**src/rtl/bm25_document_scorer_top_assert.svh**
```systemverilog
// Assertion macros shared by the BM25 document scorer RTL.
`ifndef BM25_DOCUMENT_SCORER_TOP_ASSERT_SVH
`define BM25_DOCUMENT_SCORER_TOP_ASSERT_SVH

// Check that the consequent holds in the same cycle as the antecedent.
`define BDS_ASSERT_IMPL(lbl, ante, cons, msg) \
	lbl: assert property (@(posedge clk) disable iff (!arst_n) (ante) |-> (cons)) \
		else $error(msg);

// Check that the consequent holds in the cycle after the antecedent.
`define BDS_ASSERT_NEXT(lbl, ante, cons, msg) \
	lbl: assert property (@(posedge clk) disable iff (!arst_n) (ante) |=> (cons)) \
		else $error(msg);

`endif

```
**src/rtl/bds_pkg.sv**
```systemverilog
// Types and constants shared by the BM25 document scorer modules.
package bds_pkg;

	// Sequencer states: idle, one per arithmetic step of a scored feature, and emit.
	typedef enum logic [3:0] {
		ST_IDLE,
		ST_REL,
		ST_NORM,
		ST_DEN,
		ST_NUM,
		ST_RATIO,
		ST_WMAG,
		ST_MAG,
		ST_ACC,
		ST_EMIT
	} bds_state_t;

	// Request kinds.
	typedef enum logic {
		KIND_LOAD  = 1'b0,
		KIND_SCORE = 1'b1
	} kind_t;

	// Configuration register indexes.
	typedef enum logic [1:0] {
		CFG_K1_GAIN        = 2'd0,
		CFG_LENGTH_BLEND   = 2'd1,
		CFG_AVERAGE_LENGTH = 2'd2
	} cfg_reg_t;

	localparam logic [21:0] K1_RESET    = 22'd4915;
	localparam logic [23:0] BLEND_RESET = 24'd12288;
	localparam logic [31:0] AVG_RESET   = 32'd256000;

	localparam logic [12:0] ONE_Q12 = 13'd4096;
	localparam logic [14:0] ONE_Q14 = 15'd16384;

	// Shift-add multiplier sizes.
	localparam int MUL_AW    = 48;
	localparam int MUL_BW    = 27;
	localparam int MUL_PW    = MUL_AW + MUL_BW;
	localparam int MUL_CNT_W = 5;

	// Multiplier bits consumed by each product.
	localparam logic [MUL_CNT_W-1:0] STEPS_BREL = 5'd24;
	localparam logic [MUL_CNT_W-1:0] STEPS_KN   = 5'd22;
	localparam logic [MUL_CNT_W-1:0] STEPS_NUM  = 5'd16;
	localparam logic [MUL_CNT_W-1:0] STEPS_WI   = 5'd24;
	localparam logic [MUL_CNT_W-1:0] STEPS_AR   = 5'd27;

	// Restoring divider sizes.
	localparam int DIV_NW    = 55;
	localparam int DIV_DW    = 45;
	localparam int DIV_CNT_W = 6;
	localparam logic [DIV_CNT_W-1:0] DIV_STEPS = 6'd55;

	// Request to the multiplier.
	typedef struct packed {
		logic                 start;
		logic [MUL_CNT_W-1:0] steps;
	} mul_ctl_t;

	// Status of an arithmetic unit.
	typedef struct packed {
		logic busy;
		logic done;
	} unit_stat_t;

endpackage

```
**src/rtl/bds_ram.sv**
```systemverilog
// Generic single-port-write RAM with registered read.
module bds_ram #(
	parameter int WIDTH = 48,
	parameter int DEPTH = 16
) (
	input  logic                                   clk,
	input  logic                                   we,
	input  logic [((DEPTH > 1) ? $clog2(DEPTH) : 1)-1:0] waddr,
	input  logic [WIDTH-1:0]                       wdata,
	input  logic                                   re,
	input  logic [((DEPTH > 1) ? $clog2(DEPTH) : 1)-1:0] raddr,
	output logic [WIDTH-1:0]                       rdata
);

	logic [WIDTH-1:0] mem_q [DEPTH];

	// Write port and registered read port.
	always_ff @(posedge clk) begin
		if (we) begin
			mem_q[waddr] <= wdata;
		end
		if (re) begin
			rdata <= mem_q[raddr];
		end
	end

endmodule

```
**src/rtl/bds_mul_serial.sv**
```systemverilog
// Bit-serial shift-add multiplier, one multiplier bit per cycle.
module bds_mul_serial import bds_pkg::*; (
	input  logic              clk,
	input  logic              arst_n,
	input  mul_ctl_t          ctl,
	input  logic [MUL_AW-1:0] mcand,
	input  logic [MUL_BW-1:0] mplier,
	output unit_stat_t        stat,
	output logic [MUL_PW-1:0] prod
);

	logic                 busy_q;
	logic                 done_q;
	logic [MUL_CNT_W-1:0] cnt_q;
	logic [MUL_AW-1:0]    mcand_q;
	logic [MUL_PW-1:0]    prod_q;
	logic [MUL_AW:0]      upper;
	logic [MUL_AW:0]      partial;

	// Add the multiplicand when the low bit is set, then shift right.
	assign partial = prod_q[0] ? {1'b0, mcand_q} : '0;
	assign upper   = {1'b0, prod_q[MUL_PW-1:MUL_BW]} + partial;

	// Step counter and completion flag.
	always_ff @(posedge clk or negedge arst_n) begin
		if (!arst_n) begin
			busy_q <= 1'b0;
			done_q <= 1'b0;
			cnt_q  <= '0;
		end else if (ctl.start) begin
			busy_q <= 1'b1;
			done_q <= 1'b0;
			cnt_q  <= ctl.steps;
		end else if (busy_q) begin
			cnt_q  <= cnt_q - 1'b1;
			busy_q <= (cnt_q != 1'b1);
			done_q <= (cnt_q == 1'b1);
		end else begin
			done_q <= 1'b0;
		end
	end

	// Operand and partial product shift register.
	always_ff @(posedge clk) begin
		if (ctl.start) begin
			mcand_q <= mcand;
			prod_q  <= {{MUL_AW{1'b0}}, mplier};
		end else if (busy_q) begin
			prod_q <= {upper, prod_q[MUL_BW-1:1]};
		end
	end

	assign stat.busy = busy_q;
	assign stat.done = done_q;
	assign prod      = prod_q;

endmodule

```
**src/rtl/bds_div_serial.sv**
```systemverilog
// Restoring divider, one quotient bit per cycle.
module bds_div_serial import bds_pkg::*; (
	input  logic              clk,
	input  logic              arst_n,
	input  logic              start,
	input  logic [DIV_NW-1:0] dividend,
	input  logic [DIV_DW-1:0] divisor,
	output unit_stat_t        stat,
	output logic [DIV_NW-1:0] quotient
);

	logic                 busy_q;
	logic                 done_q;
	logic [DIV_CNT_W-1:0] cnt_q;
	logic [DIV_DW-1:0]    dsr_q;
	logic [DIV_DW-1:0]    rem_q;
	logic [DIV_NW-1:0]    quo_q;
	logic [DIV_DW:0]      rem_sh;
	logic [DIV_DW:0]      rem_sub;
	logic                 q_bit;

	// Bring down the next dividend bit and try a subtraction.
	assign rem_sh  = {rem_q, quo_q[DIV_NW-1]};
	assign rem_sub = rem_sh - {1'b0, dsr_q};
	assign q_bit   = (rem_sh >= {1'b0, dsr_q});

	// Step counter and completion flag.
	always_ff @(posedge clk or negedge arst_n) begin
		if (!arst_n) begin
			busy_q <= 1'b0;
			done_q <= 1'b0;
			cnt_q  <= '0;
		end else if (start) begin
			busy_q <= 1'b1;
			done_q <= 1'b0;
			cnt_q  <= DIV_STEPS;
		end else if (busy_q) begin
			cnt_q  <= cnt_q - 1'b1;
			busy_q <= (cnt_q != 1'b1);
			done_q <= (cnt_q == 1'b1);
		end else begin
			done_q <= 1'b0;
		end
	end

	// Remainder and dividend/quotient shift register.
	always_ff @(posedge clk) begin
		if (start) begin
			dsr_q <= divisor;
			rem_q <= '0;
			quo_q <= dividend;
		end else if (busy_q) begin
			rem_q <= q_bit ? rem_sub[DIV_DW-1:0] : rem_sh[DIV_DW-1:0];
			quo_q <= {quo_q[DIV_NW-2:0], q_bit};
		end
	end

	assign stat.busy = busy_q;
	assign stat.done = done_q;
	assign quotient  = quo_q;

endmodule

```
**src/rtl/bm25_document_scorer_top.sv**
```systemverilog
// BM25 document scorer: feature table, sequencer and shared serial arithmetic.
// Load requests leave the sequencer idle and may follow each other back to back.
// A scored feature is accumulated after two serial divisions and five serial products,
// and no new request is taken until the sequencer has returned to idle.
// A score request with zero frequency or an absent slot skips the arithmetic and goes to emit.
// Reset clears the sum, the sequencer and the output valid flag and restores the configuration; the table stays unset.
`include "bm25_document_scorer_top_assert.svh"
module bm25_document_scorer_top import bds_pkg::*; #(
	parameter int MAX_FEATURES = 16,
	parameter int FREQ_BITS    = 16
) (
	input  logic               clk,
	input  logic               arst_n,
	input  logic               cfg_write,
	input  logic [1:0]         cfg_index,
	input  logic [31:0]        cfg_data,
	input  logic               in_valid,
	output logic               in_stall,
	input  logic               kind,
	input  logic [3:0]         feature_slot,
	input  logic signed [23:0] feature_weight,
	input  logic [23:0]        inverse_doc_freq,
	input  logic [15:0]        term_freq,
	input  logic [23:0]        doc_length,
	input  logic               last_term,
	output logic               out_valid,
	input  logic               out_stall,
	output logic signed [47:0] doc_score,
	output logic               saturated
);

	localparam int SLOT_W = (MAX_FEATURES > 1) ? $clog2(MAX_FEATURES) : 1;
	localparam logic [15:0] TF_MASK = (FREQ_BITS >= 16) ? 16'hFFFF :
		16'((32'd1 << FREQ_BITS) - 32'd1);

	bds_state_t state_q, state_d;
	logic       issued_q;

	logic [21:0] k1_q;
	logic [23:0] blend_q;
	logic [31:0] avg_q;

	logic        in_fire;
	logic        slot_ok;
	logic [15:0] tf_in;
	logic        scored;
	logic        load_we;
	logic        ram_re;
	logic [SLOT_W-1:0] slot_idx;
	logic [47:0] ram_rdata;
	logic [23:0] w_raw;
	logic [23:0] w_mag;
	logic        w_neg;

	logic [15:0] tf_q;
	logic [23:0] doclen_q;
	logic        last_q;
	logic [31:0] rel_q;
	logic [35:0] nrm_q;
	logic [44:0] den_q;
	logic [38:0] num_q;
	logic [26:0] ratio_q;
	logic [47:0] wi_q;
	logic [42:0] mag_q;

	logic signed [47:0] sum_q;
	logic               clip_q;
	logic               out_valid_q;
	logic [47:0]        doc_score_q;
	logic               saturated_q;

	mul_ctl_t          mul_ctl;
	logic [MUL_AW-1:0] mul_a;
	logic [MUL_BW-1:0] mul_b;
	unit_stat_t        mul_stat;
	logic [MUL_PW-1:0] mul_p;
	logic              div_start;
	logic [DIV_NW-1:0] div_n;
	logic [DIV_DW-1:0] div_d;
	unit_stat_t        div_stat;
	logic [DIV_NW-1:0] div_q;

	logic        emit_ok;
	logic        emit_fire;
	logic [31:0] avg_eff;
	logic [24:0] doclen_inc;
	logic [41:0] p14;
	logic [42:0] norm_t;
	logic [42:0] norm_diff;
	logic [35:0] norm_val;
	logic [48:0] sum_ext;
	logic [48:0] mag_ext;
	logic [48:0] acc_sum;
	logic        acc_over;
	logic        acc_under;

	// Request decode.
	assign in_fire  = in_valid && !in_stall;
	assign slot_ok  = (32'(feature_slot) < MAX_FEATURES);
	assign tf_in    = term_freq & TF_MASK;
	assign scored   = (tf_in != 16'd0) && slot_ok;
	assign load_we  = in_fire && (kind == KIND_LOAD) && slot_ok;
	assign ram_re   = in_fire && (kind == KIND_SCORE);
	assign slot_idx = SLOT_W'(feature_slot);

	// Feature table: weight in the upper half, idf in the lower half.
	bds_ram #(
		.WIDTH (48),
		.DEPTH (MAX_FEATURES)
	) u_table (
		.clk   (clk),
		.we    (load_we),
		.waddr (slot_idx),
		.wdata ({feature_weight, inverse_doc_freq}),
		.re    (ram_re),
		.raddr (slot_idx),
		.rdata (ram_rdata)
	);

	assign w_raw = ram_rdata[47:24];
	assign w_neg = w_raw[23];
	assign w_mag = w_neg ? (~w_raw + 24'd1) : w_raw;

	// Shared arithmetic units.
	bds_mul_serial u_mul (
		.clk    (clk),
		.arst_n (arst_n),
		.ctl    (mul_ctl),
		.mcand  (mul_a),
		.mplier (mul_b),
		.stat   (mul_stat),
		.prod   (mul_p)
	);

	bds_div_serial u_div (
		.clk      (clk),
		.arst_n   (arst_n),
		.start    (div_start),
		.dividend (div_n),
		.divisor  (div_d),
		.stat     (div_stat),
		.quotient (div_q)
	);

	// Configuration writes.
	always_ff @(posedge clk or negedge arst_n) begin
		if (!arst_n) begin
			k1_q    <= K1_RESET;
			blend_q <= BLEND_RESET;
			avg_q   <= AVG_RESET;
		end else if (cfg_write) begin
			unique case (cfg_reg_t'(cfg_index))
				CFG_K1_GAIN:        k1_q    <= cfg_data[21:0];
				CFG_LENGTH_BLEND:   blend_q <= cfg_data[23:0];
				CFG_AVERAGE_LENGTH: avg_q   <= cfg_data;
				default: ;
			endcase
		end
	end

	assign emit_ok   = !out_valid_q || !out_stall;
	assign emit_fire = (state_q == ST_EMIT) && last_q && emit_ok;

	// Next state.
	always_comb begin
		state_d = state_q;
		unique case (state_q)
			ST_IDLE: begin
				if (in_fire && (kind == KIND_SCORE)) begin
					state_d = scored ? ST_REL : ST_EMIT;
				end
			end
			ST_REL:   if (div_stat.done) state_d = ST_NORM;
			ST_NORM:  if (mul_stat.done) state_d = ST_DEN;
			ST_DEN:   if (mul_stat.done) state_d = ST_NUM;
			ST_NUM:   if (mul_stat.done) state_d = ST_RATIO;
			ST_RATIO: if (div_stat.done) state_d = ST_WMAG;
			ST_WMAG:  if (mul_stat.done) state_d = ST_MAG;
			ST_MAG:   if (mul_stat.done) state_d = ST_ACC;
			ST_ACC:   state_d = ST_EMIT;
			ST_EMIT:  if (!last_q || emit_ok) state_d = ST_IDLE;
			default:  state_d = ST_IDLE;
		endcase
	end

	assign avg_eff    = (avg_q == 32'd0) ? 32'd1 : avg_q;
	assign doclen_inc = {1'b0, doclen_q} + 25'd1;

	// Unit requests and operand selection.
	always_comb begin
		in_stall      = (state_q != ST_IDLE);
		mul_ctl.start = 1'b0;
		mul_ctl.steps = STEPS_AR;
		mul_a         = '0;
		mul_b         = '0;
		div_start     = 1'b0;
		div_n         = '0;
		div_d         = '0;
		unique case (state_q)
			ST_REL: begin
				div_start = !issued_q;
				div_n     = {8'd0, doclen_inc, 22'd0};
				div_d     = {13'd0, avg_eff};
			end
			ST_NORM: begin
				mul_ctl.start = !issued_q;
				mul_ctl.steps = STEPS_BREL;
				mul_a         = {16'd0, rel_q};
				mul_b         = {3'd0, blend_q};
			end
			ST_DEN: begin
				mul_ctl.start = !issued_q;
				mul_ctl.steps = STEPS_KN;
				mul_a         = {12'd0, nrm_q};
				mul_b         = {5'd0, k1_q};
			end
			ST_NUM: begin
				mul_ctl.start = !issued_q;
				mul_ctl.steps = STEPS_NUM;
				mul_a         = 48'(k1_q) + 48'(ONE_Q12);
				mul_b         = {11'd0, tf_q};
			end
			ST_RATIO: begin
				div_start = !issued_q;
				div_n     = {num_q, 16'd0};
				div_d     = den_q;
			end
			ST_WMAG: begin
				mul_ctl.start = !issued_q;
				mul_ctl.steps = STEPS_WI;
				mul_a         = {24'd0, ram_rdata[23:0]};
				mul_b         = {3'd0, w_mag};
			end
			ST_MAG: begin
				mul_ctl.start = !issued_q;
				mul_ctl.steps = STEPS_AR;
				mul_a         = wi_q;
				mul_b         = ratio_q;
			end
			default: ;
		endcase
	end

	// Sequencer registers; a unit is started once per state.
	always_ff @(posedge clk or negedge arst_n) begin
		if (!arst_n) begin
			state_q  <= ST_IDLE;
			issued_q <= 1'b0;
		end else begin
			state_q <= state_d;
			if (mul_stat.done || div_stat.done) begin
				issued_q <= 1'b0;
			end else if (mul_ctl.start || div_start) begin
				issued_q <= 1'b1;
			end
		end
	end

	// Length normalization: one minus b plus b times relative length, clamped.
	assign p14       = mul_p[58:17];
	assign norm_t    = {1'b0, p14} + 43'(ONE_Q14);
	assign norm_diff = norm_t - 43'(blend_q);
	always_comb begin
		if (norm_t < 43'(blend_q)) begin
			norm_val = '0;
		end else if (|norm_diff[42:36]) begin
			norm_val = '1;
		end else begin
			norm_val = norm_diff[35:0];
		end
	end

	// Request fields captured on acceptance; intermediate results captured as each unit finishes.
	always_ff @(posedge clk) begin
		if (in_fire) begin
			tf_q     <= tf_in;
			doclen_q <= doc_length;
			last_q   <= last_term;
		end
		unique case (state_q)
			ST_REL:   if (div_stat.done) rel_q <= (|div_q[54:32]) ? '1 : div_q[31:0];
			ST_NORM:  if (mul_stat.done) nrm_q <= norm_val;
			ST_DEN:   if (mul_stat.done) den_q <= 45'({tf_q, 12'd0}) + 45'(mul_p[62:19]);
			ST_NUM:   if (mul_stat.done) num_q <= mul_p[49:11];
			ST_RATIO: if (div_stat.done) ratio_q <= div_q[26:0];
			ST_WMAG:  if (mul_stat.done) wi_q <= mul_p[50:3];
			ST_MAG:   if (mul_stat.done) mag_q <= mul_p[74:32];
			default: ;
		endcase
	end

	// Signed accumulation with overflow detection on the 49-bit sum.
	assign sum_ext   = {sum_q[47], sum_q};
	assign mag_ext   = {6'd0, mag_q};
	assign acc_sum   = w_neg ? (sum_ext - mag_ext) : (sum_ext + mag_ext);
	assign acc_over  = (acc_sum[48:47] == 2'b01);
	assign acc_under = (acc_sum[48:47] == 2'b10);

	always_ff @(posedge clk or negedge arst_n) begin
		if (!arst_n) begin
			sum_q  <= '0;
			clip_q <= 1'b0;
		end else if (state_q == ST_ACC) begin
			priority if (acc_over) begin
				sum_q  <= 48'sh7FFF_FFFF_FFFF;
				clip_q <= 1'b1;
			end else if (acc_under) begin
				sum_q  <= 48'sh8000_0000_0000;
				clip_q <= 1'b1;
			end else begin
				sum_q <= acc_sum[47:0];
			end
		end else if (emit_fire) begin
			sum_q  <= '0;
			clip_q <= 1'b0;
		end
	end

	// Output register; a waiting result holds back only the next emission.
	always_ff @(posedge clk or negedge arst_n) begin
		if (!arst_n) begin
			out_valid_q <= 1'b0;
		end else if (emit_fire) begin
			out_valid_q <= 1'b1;
		end else if (!out_stall) begin
			out_valid_q <= 1'b0;
		end
	end

	always_ff @(posedge clk) begin
		if (emit_fire) begin
			doc_score_q <= sum_q;
			saturated_q <= clip_q;
		end
	end

	assign out_valid = out_valid_q;
	assign doc_score = doc_score_q;
	assign saturated = saturated_q;

	// The two arithmetic units never run at the same time.
	`BDS_ASSERT_IMPL(a_units_exclusive, mul_stat.busy, !div_stat.busy, "units overlap")
	// A multiplier result only arrives in a state that expects one.
	`BDS_ASSERT_IMPL(a_mul_done_state, mul_stat.done, (state_q == ST_NORM || state_q == ST_DEN || state_q == ST_NUM || state_q == ST_WMAG || state_q == ST_MAG), "stray product")
	// Emitting a score clears the running sum and its flag.
	`BDS_ASSERT_NEXT(a_sum_cleared, emit_fire, (sum_q == 48'sd0) && !clip_q && out_valid, "sum not cleared")

endmodule
```
**config.mk**
```make
export PLATFORM = sky130hd
export DESIGN_NAME = bm25_document_scorer_top
export DESIGN_NICKNAME = d
export VERILOG_FILES = /design/src/rtl/bds_pkg.sv /design/src/rtl/bds_ram.sv /design/src/rtl/bds_mul_serial.sv /design/src/rtl/bds_div_serial.sv /design/src/rtl/bm25_document_scorer_top.sv
export VERILOG_INCLUDE_DIRS = /design/src /design/src/rtl
export SDC_FILE = /design/constraint.sdc
export NUM_CORES = 2
export LEC_CHECK = 0
export BUFFER_PORTS_ARGS = -buffer_cell sky130_fd_sc_hd__buf_2
export CAP_MARGIN = 20
export CORE_MARGIN = 2
export CORE_UTILIZATION = 55
export DETAILED_ROUTE_END_ITERATION = 10
export GPL_TIMING_DRIVEN = 0
export PLACE_DENSITY = 0.81
export SYNTH_ARGS = -nofsm -noshare
export SYNTH_HDL_FRONTEND = slang
export SYNTH_SLANG_ARGS = --single-unit
```
**constraint.sdc**
```tcl
create_clock -name clk -period 10.3 [get_ports clk]
set_input_delay 0.515 -clock clk [delete_from_list [all_inputs] [get_ports clk]]
set_output_delay 0.515 -clock clk [all_outputs]
set_load 0.02 [all_outputs]
```
Yosys cells after proc, flatten, opt, wreduce, memory -nomap -nowiden --
Memory sizes are Yosys's and may differ from the RTL's. A register that Yosys moved wholly into a read port is not among the register bits. Index checks and enable logic that the tools add are counted.
Cells by class: $add $sub $neg 12, $mul 0, divide/modulo/power cells 0, $lt $le $gt $ge 2, eq/ne operators 28, shift-type cells 0, mux-type cells 53, bitwise operators 2, reductions and logical operators 39
Operators with widths (count):
- $mux W48 | 5
- $pmux W48 S5 | 1
- $pmux W27 S5 | 1
- $mux W55 | 2
- $pmux W55 S2 | 1
- $pmux W45 S2 | 1
- $mux W27 | 2
- $add A48 B44 Y49 | 1
- $add A48 B48 Y49 | 1
- $mux W49 | 1
- $sub A48 B44 Y49 | 1
- $ge A46 B45 Y1 | 1
- $add A28 B44 Y45 | 1
- $mux W45 | 1
- $sub A45 B45 Y45 | 1
- $add A42 B15 Y43 const B | 1
- $lt A43 B24 Y1 | 1
- $sub A43 B24 Y43 | 1
- $mux W4 | 10
- $pmux W4 S10 | 1
- $mux W36 | 1
- $logic_not A32 Y1 | 1
- $mux W32 | 1
- $add A24 B1 Y25 const B | 1
- other kinds (37) | 97
Storage, ports and cells: register bits 776, latch bits 0, RAM bits 768, ROM bits 0, output and inout bits 51, logic and storage cells 169, memories 1
Memories:
- u_table.mem_q | words 16, width 48, rd ports 1, clocked after Yosys merged registers in 1, wr ports 1, line bds_ram.sv:15 | logic [WIDTH-1:0] mem_q [DEPTH];

Longest topological paths before layout --
depth after elaboration 6, depth in mapped cells 26, gate-level depth less buffers 25

Hierarchy --
Synthesis repeated with hierarchy kept, for this count alone.
Second synthesis, totals: cell total of the unflattened synthesis 5286, area total of the unflattened synthesis 73854.6 µm²
By module, submodules not included:
- bds_ram | instances 1, cells an instance 1242, area an instance 30171.4 µm², seq. area each 24503.5 µm²
- bm25_document_scorer_top | instances 1, cells an instance 2418, area an instance 27232.4 µm², seq. area each 14157.3 µm²
- bds_div_serial | instances 1, cells an instance 874, area an instance 8884.8 µm², seq. area each 4103.9 µm²
- bds_mul_serial | instances 1, cells an instance 752, area an instance 7566.0 µm², seq. area each 3388.2 µm²

Least setup slack after synthesis --
No wires, ideal clock.
path kind register to register, from register mag_q[9], to register sum_q[17], library setup time 0.096 ns, arrival 5.706 ns, data required time 10.204 ns, slack 4.498 ns, stages on the path, launching flop included 23, buffers on the path 2, period minus slack after synthesis 5.802 ns, cell sequence edfxtp_1 -> or4_1 -> or3_1 -> nor2b_1 -> and3_1 -> and3_1 -> nor4b_2 -> a21oi_1 -> xnor2_1 -> ha_1 -> and3_1 -> and2_1 -> a2111o_1 -> o21ai_0 -> o21a_1 -> o31ai_1 -> xor2_1 -> ha_1 -> clkbuf_1 -> nor2_1 -> clkbuf_1 -> a221oi_1 -> o31ai_1
On the way: longest elaborated chain between the ends 6, elaborated cells on any way between the ends 8, those cells by class add/sub: 2; eq/ne: 2; mux: 4
Ends and longest elaborated chain:
- start: declaration | line bm25_document_scorer_top.sv:64 | logic [42:0] mag_q;
- start signal: assignment | line bm25_document_scorer_top.sv:287 | ST_MAG: if (mul_stat.done) mag_q <= mul_p[74:32];
- $add A48 B44 Y49 / $sub A48 B44 Y49 (equally long branches) | line bm25_document_scorer_top.sv:295 | assign acc_sum = w_neg ? (sum_ext - mag_ext) : (sum_ext + mag_ext);
- $mux W49 * | line bm25_document_scorer_top.sv:295
- $eq A2 B2 Y1 | line bm25_document_scorer_top.sv:297 | assign acc_under = (acc_sum[48:47] == 2'b10);
- $mux W48 | line bm25_document_scorer_top.sv:307 | end else if (acc_under) begin
- $mux W48 * | line bm25_document_scorer_top.sv:304 | priority if (acc_over) begin
- $mux W48 * | line bm25_document_scorer_top.sv:303 | end else if (state_q == ST_ACC) begin
- end signal: assignment | line bm25_document_scorer_top.sv:311 | sum_q <= acc_sum[47:0];
- end: declaration | line bm25_document_scorer_top.sv:66 | logic signed [47:0] sum_q;
Mark *: on every way between the ends. The rest lies on a longest branch, timed or not. A chain may end at the register's enable or synchronous reset.

Final worst setup path --
from register u_table.rdata[47], read port of u_table.mem_q, to register sum_q[27]
On the way: longest elaborated chain between the ends 5, elaborated cells on any way between the ends 6, those cells by class eq/ne: 2; mux: 4
Ends and longest elaborated chain:
- start: declaration | line bds_ram.sv:12 | output logic [WIDTH-1:0] rdata
- $mux W49 * | line bm25_document_scorer_top.sv:295
- $eq A2 B2 Y1 | line bm25_document_scorer_top.sv:297
- $mux W48 | line bm25_document_scorer_top.sv:307
- $mux W48 * | line bm25_document_scorer_top.sv:304
- $mux W48 * | line bm25_document_scorer_top.sv:303
Marked as above.

==> impl_metrics.csv <==
group,metric,value,unit
run_status,status,"completed",
timing,count_of_final_hold_check_violations,0,
critical_path,regToRegEndpoint,"sum_q[27]",
placement,detailedPlacementHpwl,152,mm
floorplanning,floorplan.initialDensity,0.553,
critical_path,regToRegSetupSlack,2.34,ns
floorplanning,die_y,367,um
timing,max_slew.worst_pin.slew,1.23,ns
critical_path,cp_startpoint_kind,"flip-flop",
cts,clock_sink_count,1592,
route,mean_number_of_vias_per_cell,6.51,
cts,post_cts_buffers,0,
yosys,post_synth_inst_count,5053,
floorplanning,core,0.131,mm2
placement,io_buffer_count,179,
floorplanning,die_area,0.135,mm2
cells_and_area,final_nets,5862,
yosys,syn_nets,5384,
route,route.vias.total,48400,
cells_and_area,fillers,9403,
worst_hold_path,startpoint_of_the_worst_hold_path,"cfg_data[10]",
yosys,yosysSeqAreaShare,0.636,
route,antenna_violating_nets_post_route,0,
worst_hold_path,holdPathEnd,"blend_q[10]",
yosys,synth.area.top_cells,"sky130_fd_sc_hd__edfxtp_1 56%, sky130_fd_sc_hd__mux4_2 7.4%, sky130_fd_sc_hd__dfrtp_1 4.6%",
global_route,number_of_global_route_vias_before_repair,48000,
yosys,synth.distinct_cells,95,
worst_hold_path,min_delay_path_depth,2,
timing,fmax,0.126,GHz
yosys,synth.yosys.warnings,0,
cts,post_cts_resize_count,0,
power,power.density,246,mW/mm2
timing,slew_headroom,0.179,
critical_path,arrival,8.72,ns
route,route.detailed.wl_per_inst,29.6,um
timing,layout_min_cycle_time,7.96,ns
cells_and_area,final_core_area_utilization,0.634,
cts,cts_h_tree_depth,4,
global_route,grt_max_degree,105,
worst_hold_path,hold_path.class,"in -> reg",
yosys,netlist_top_cells_count,"1351 x sky130_fd_sc_hd__edfxtp_1, 307 x sky130_fd_sc_hd__nor2_1, 274 x sky130_fd_sc_hd__nand2_1",
timing,rsz_0062_raised_after_global_routing,"false",
yosys,netlist.top_cell.by_area,"sky130_fd_sc_hd__edfxtp_1",
yosys,count_of_flip_flops_with_a_built_in_enable_after_synthesis,1351,
floorplanning,boundaryPins,184,
critical_path,worstReg2RegStart,"u_table.rdata[47]",
yosys,syn-cell-area,0.0726,mm2
flow_run,maxCapViolations,0,
route,drtIter0Drc,6284,
yosys,synthArstFlopShare,0.0930,
cells_and_area,seqCellArea,0.0462,mm2
critical_path,cp.required,11.06,ns
global_route,groute.usage.overall,0.322,
cts,num_cts_buffers,158,
cts,hold_buffers,56,
global_route,global_route.overflow_total,0,
placement,dpl-instance-area,0.0770,mm2
floorplanning,rows,133,
yosys,post_synth.cell_area_avg,14.4,um2
cells_and_area,post_layout_inst_area,0.0831,mm2
route,detail_route.first_pass.iterations,8,
yosys,synth_top_flop_cell,"sky130_fd_sc_hd__edfxtp_1",
yosys,yosysMostFrequentCell,"sky130_fd_sc_hd__edfxtp_1",
cells_and_area,drive_above_1_share,0.164,
power,p_leak,29.4,nW
cts,clk_pin_slew,0.06,ns
yosys,synth.ff_latch_count,1592,
timing,final_worst_clock_skew,0.0957,ns
global_route,grt_first_pass_wirelength,318,mm
timing,number_of_slew_limit_violations_in_the_final_report,0,
critical_path,reg2reg_depth,20,
cells_and_area,multi_input_comb_area,0.0250,mm2
critical_path,timing.critical_path.from,"u_table.rdata[47]",
route,drt_drc_violations_left,0,
critical_path,path_class,"reg -> reg",
critical_path,path_max_fanout,10,
floorplanning,fp.dieW,367,um
power,vdd.ir_drop.worst,0.212,mV
cts,cts-root-buf,"sky130_fd_sc_hd__clkbuf_16",
timing,final.period_utilization,0.773,
critical_path,end_kind,"flip-flop",
yosys,synthDominantCellAreaShare,0.559,
power,fin_total_pwr,20.5,mW
cts,clock_tree.buffer_depth,3,
cells_and_area,area_delta_synth_final,14.6,%
cts,worstSkewPairLatency,0.84,ns
cts,clock_tree_from_tritoncts,"yes",
route,finalWirelength,220,mm
placement,gp_congestion,0.980,
timing,report.final.setup_viol,0,
global_route,antenna_violations_before_repair,19,
-- worst max path at each step --
stage | end | slack [ns] | cells after the start
finish | sum_q[27] | 2.34 | 20
global route | sum_q[17] | 1.93 | 21
CTS | sum_q[27] | 2.60 | 20
detailed placement | sum_q[27] | 2.67 | 20
global placement | u_table.mem_q[0][23] | -1.81 | 5
floorplan | sum_q[17] | 4.50 | 22
-- metal layers --
metal,up-vias,track usage,part of all wire
li1,20600,-,-
met1,24000,0.377,0.35
met2,2961,0.553,0.50
met3,736,0.0635,0.085
met4,10,0.192,0.070
met5,-,0,0.00031
-- registers in the layout (all words and copies together), names as in the netlist, 24 cells and up --
name,flops
u_table.mem_q,768
u_mul.prod,75
u_div.quotient,55
doc_score,48
sum_q,48
u_mul.mcand_q,48
u_table.rdata,48
wi_q,48
den_q,45
u_div.dsr_q,45
u_div.rem_q,45
mag_q,43
num_q,39
nrm_q,36
avg_q,32
rel_q,32
ratio_q,27
blend_q,24
doclen_q,24
-- metrics by stage --
step	setup TNS [ns]	hold slack (ns)	worst slack, ns	std cells
after floorplan	0	0.219	4.50	5053
after global placement	-320.24	0.433	-1.81	6987
after detailed placement	0	0.431	2.67	7054
after CTS	0	0.0105	2.60	7404
after global routing	0	0.0361	1.93	7424
final	0	0.0460	2.34	7432
-- area by class of cell --
class,count,share of cell area
Sequential cell,1592,0.555
Multi-Input combinational cell,3061,0.301
Clock buffer,198,0.0509
Timing Repair Buffer,318,0.0341
Tap cell,1755,0.0264
Clock inverter,96,0.0139
Buffer,252,0.0120
Inverter,148,0.00668
Antenna cell,12,0.000361
-- kinds of logic (layout without fill, tap and decap cells) --
kind of cell,count (synthesis),in the layout,synth area share
muxes,375,375,0.0945
buffers and inverters,400,1012,0.0214
AOI/OAI and AO/OA,1045,1045,0.0984
adders and majority gates,198,198,0.0347
xor gates and xnor gates,311,311,0.0375
and+or+nand+nor,1132,1132,0.0774
DFF,1592,1592,0.636
other,0,12,0
-- power breakdown --
part | switching [mW] | internal, mW | leakage, nW
Combinational | 3.52 | 2.32 | 12.2
Sequential | 0.773 | 7.81 | 14.6
Clock | 2.61 | 3.44 | 2.63
-- critical path, cell delays in order, from the launching register on --
cell and delay [ns]:
sky130_fd_sc_hd__edfxtp_1 0.42, sky130_fd_sc_hd__clkbuf_1 0.48, sky130_fd_sc_hd__clkbuf_1 0.80, sky130_fd_sc_hd__buf_1 0.65, sky130_fd_sc_hd__mux2i_1 0.46, sky130_fd_sc_hd__ha_1 0.31, sky130_fd_sc_hd__nor2b_1 0.13, sky130_fd_sc_hd__o21a_1 0.17
sky130_fd_sc_hd__o21ai_0 0.29, sky130_fd_sc_hd__a21oi_1 0.20, sky130_fd_sc_hd__o21ai_0 0.36, sky130_fd_sc_hd__nor3b_1 0.54, sky130_fd_sc_hd__o311ai_0 0.27, sky130_fd_sc_hd__a41oi_1 0.39, sky130_fd_sc_hd__o21ai_0 0.25, sky130_fd_sc_hd__xnor2_1 0.21
sky130_fd_sc_hd__ha_1 0.23, sky130_fd_sc_hd__clkbuf_1 0.24, sky130_fd_sc_hd__nor2_1 0.73, sky130_fd_sc_hd__clkbuf_1 0.50, sky130_fd_sc_hd__a221o_1 0.23
-- layout by cell type, fill, tap and decap left out, types with 144 or more instances in the layout --
cell                        count
sky130_fd_sc_hd__edfxtp_1    1351
sky130_fd_sc_hd__nor2_1       295
sky130_fd_sc_hd__nand2_1      274
sky130_fd_sc_hd__a21oi_1      251
sky130_fd_sc_hd__mux4_2       240
sky130_fd_sc_hd__clkbuf_1     230
sky130_fd_sc_hd__xnor2_1      218
sky130_fd_sc_hd__buf_2        193
sky130_fd_sc_hd__ha_1         193
sky130_fd_sc_hd__o21ai_0      170
sky130_fd_sc_hd__clkbuf_16    162
sky130_fd_sc_hd__inv_1        144
(Power assumes the default switching activity.)
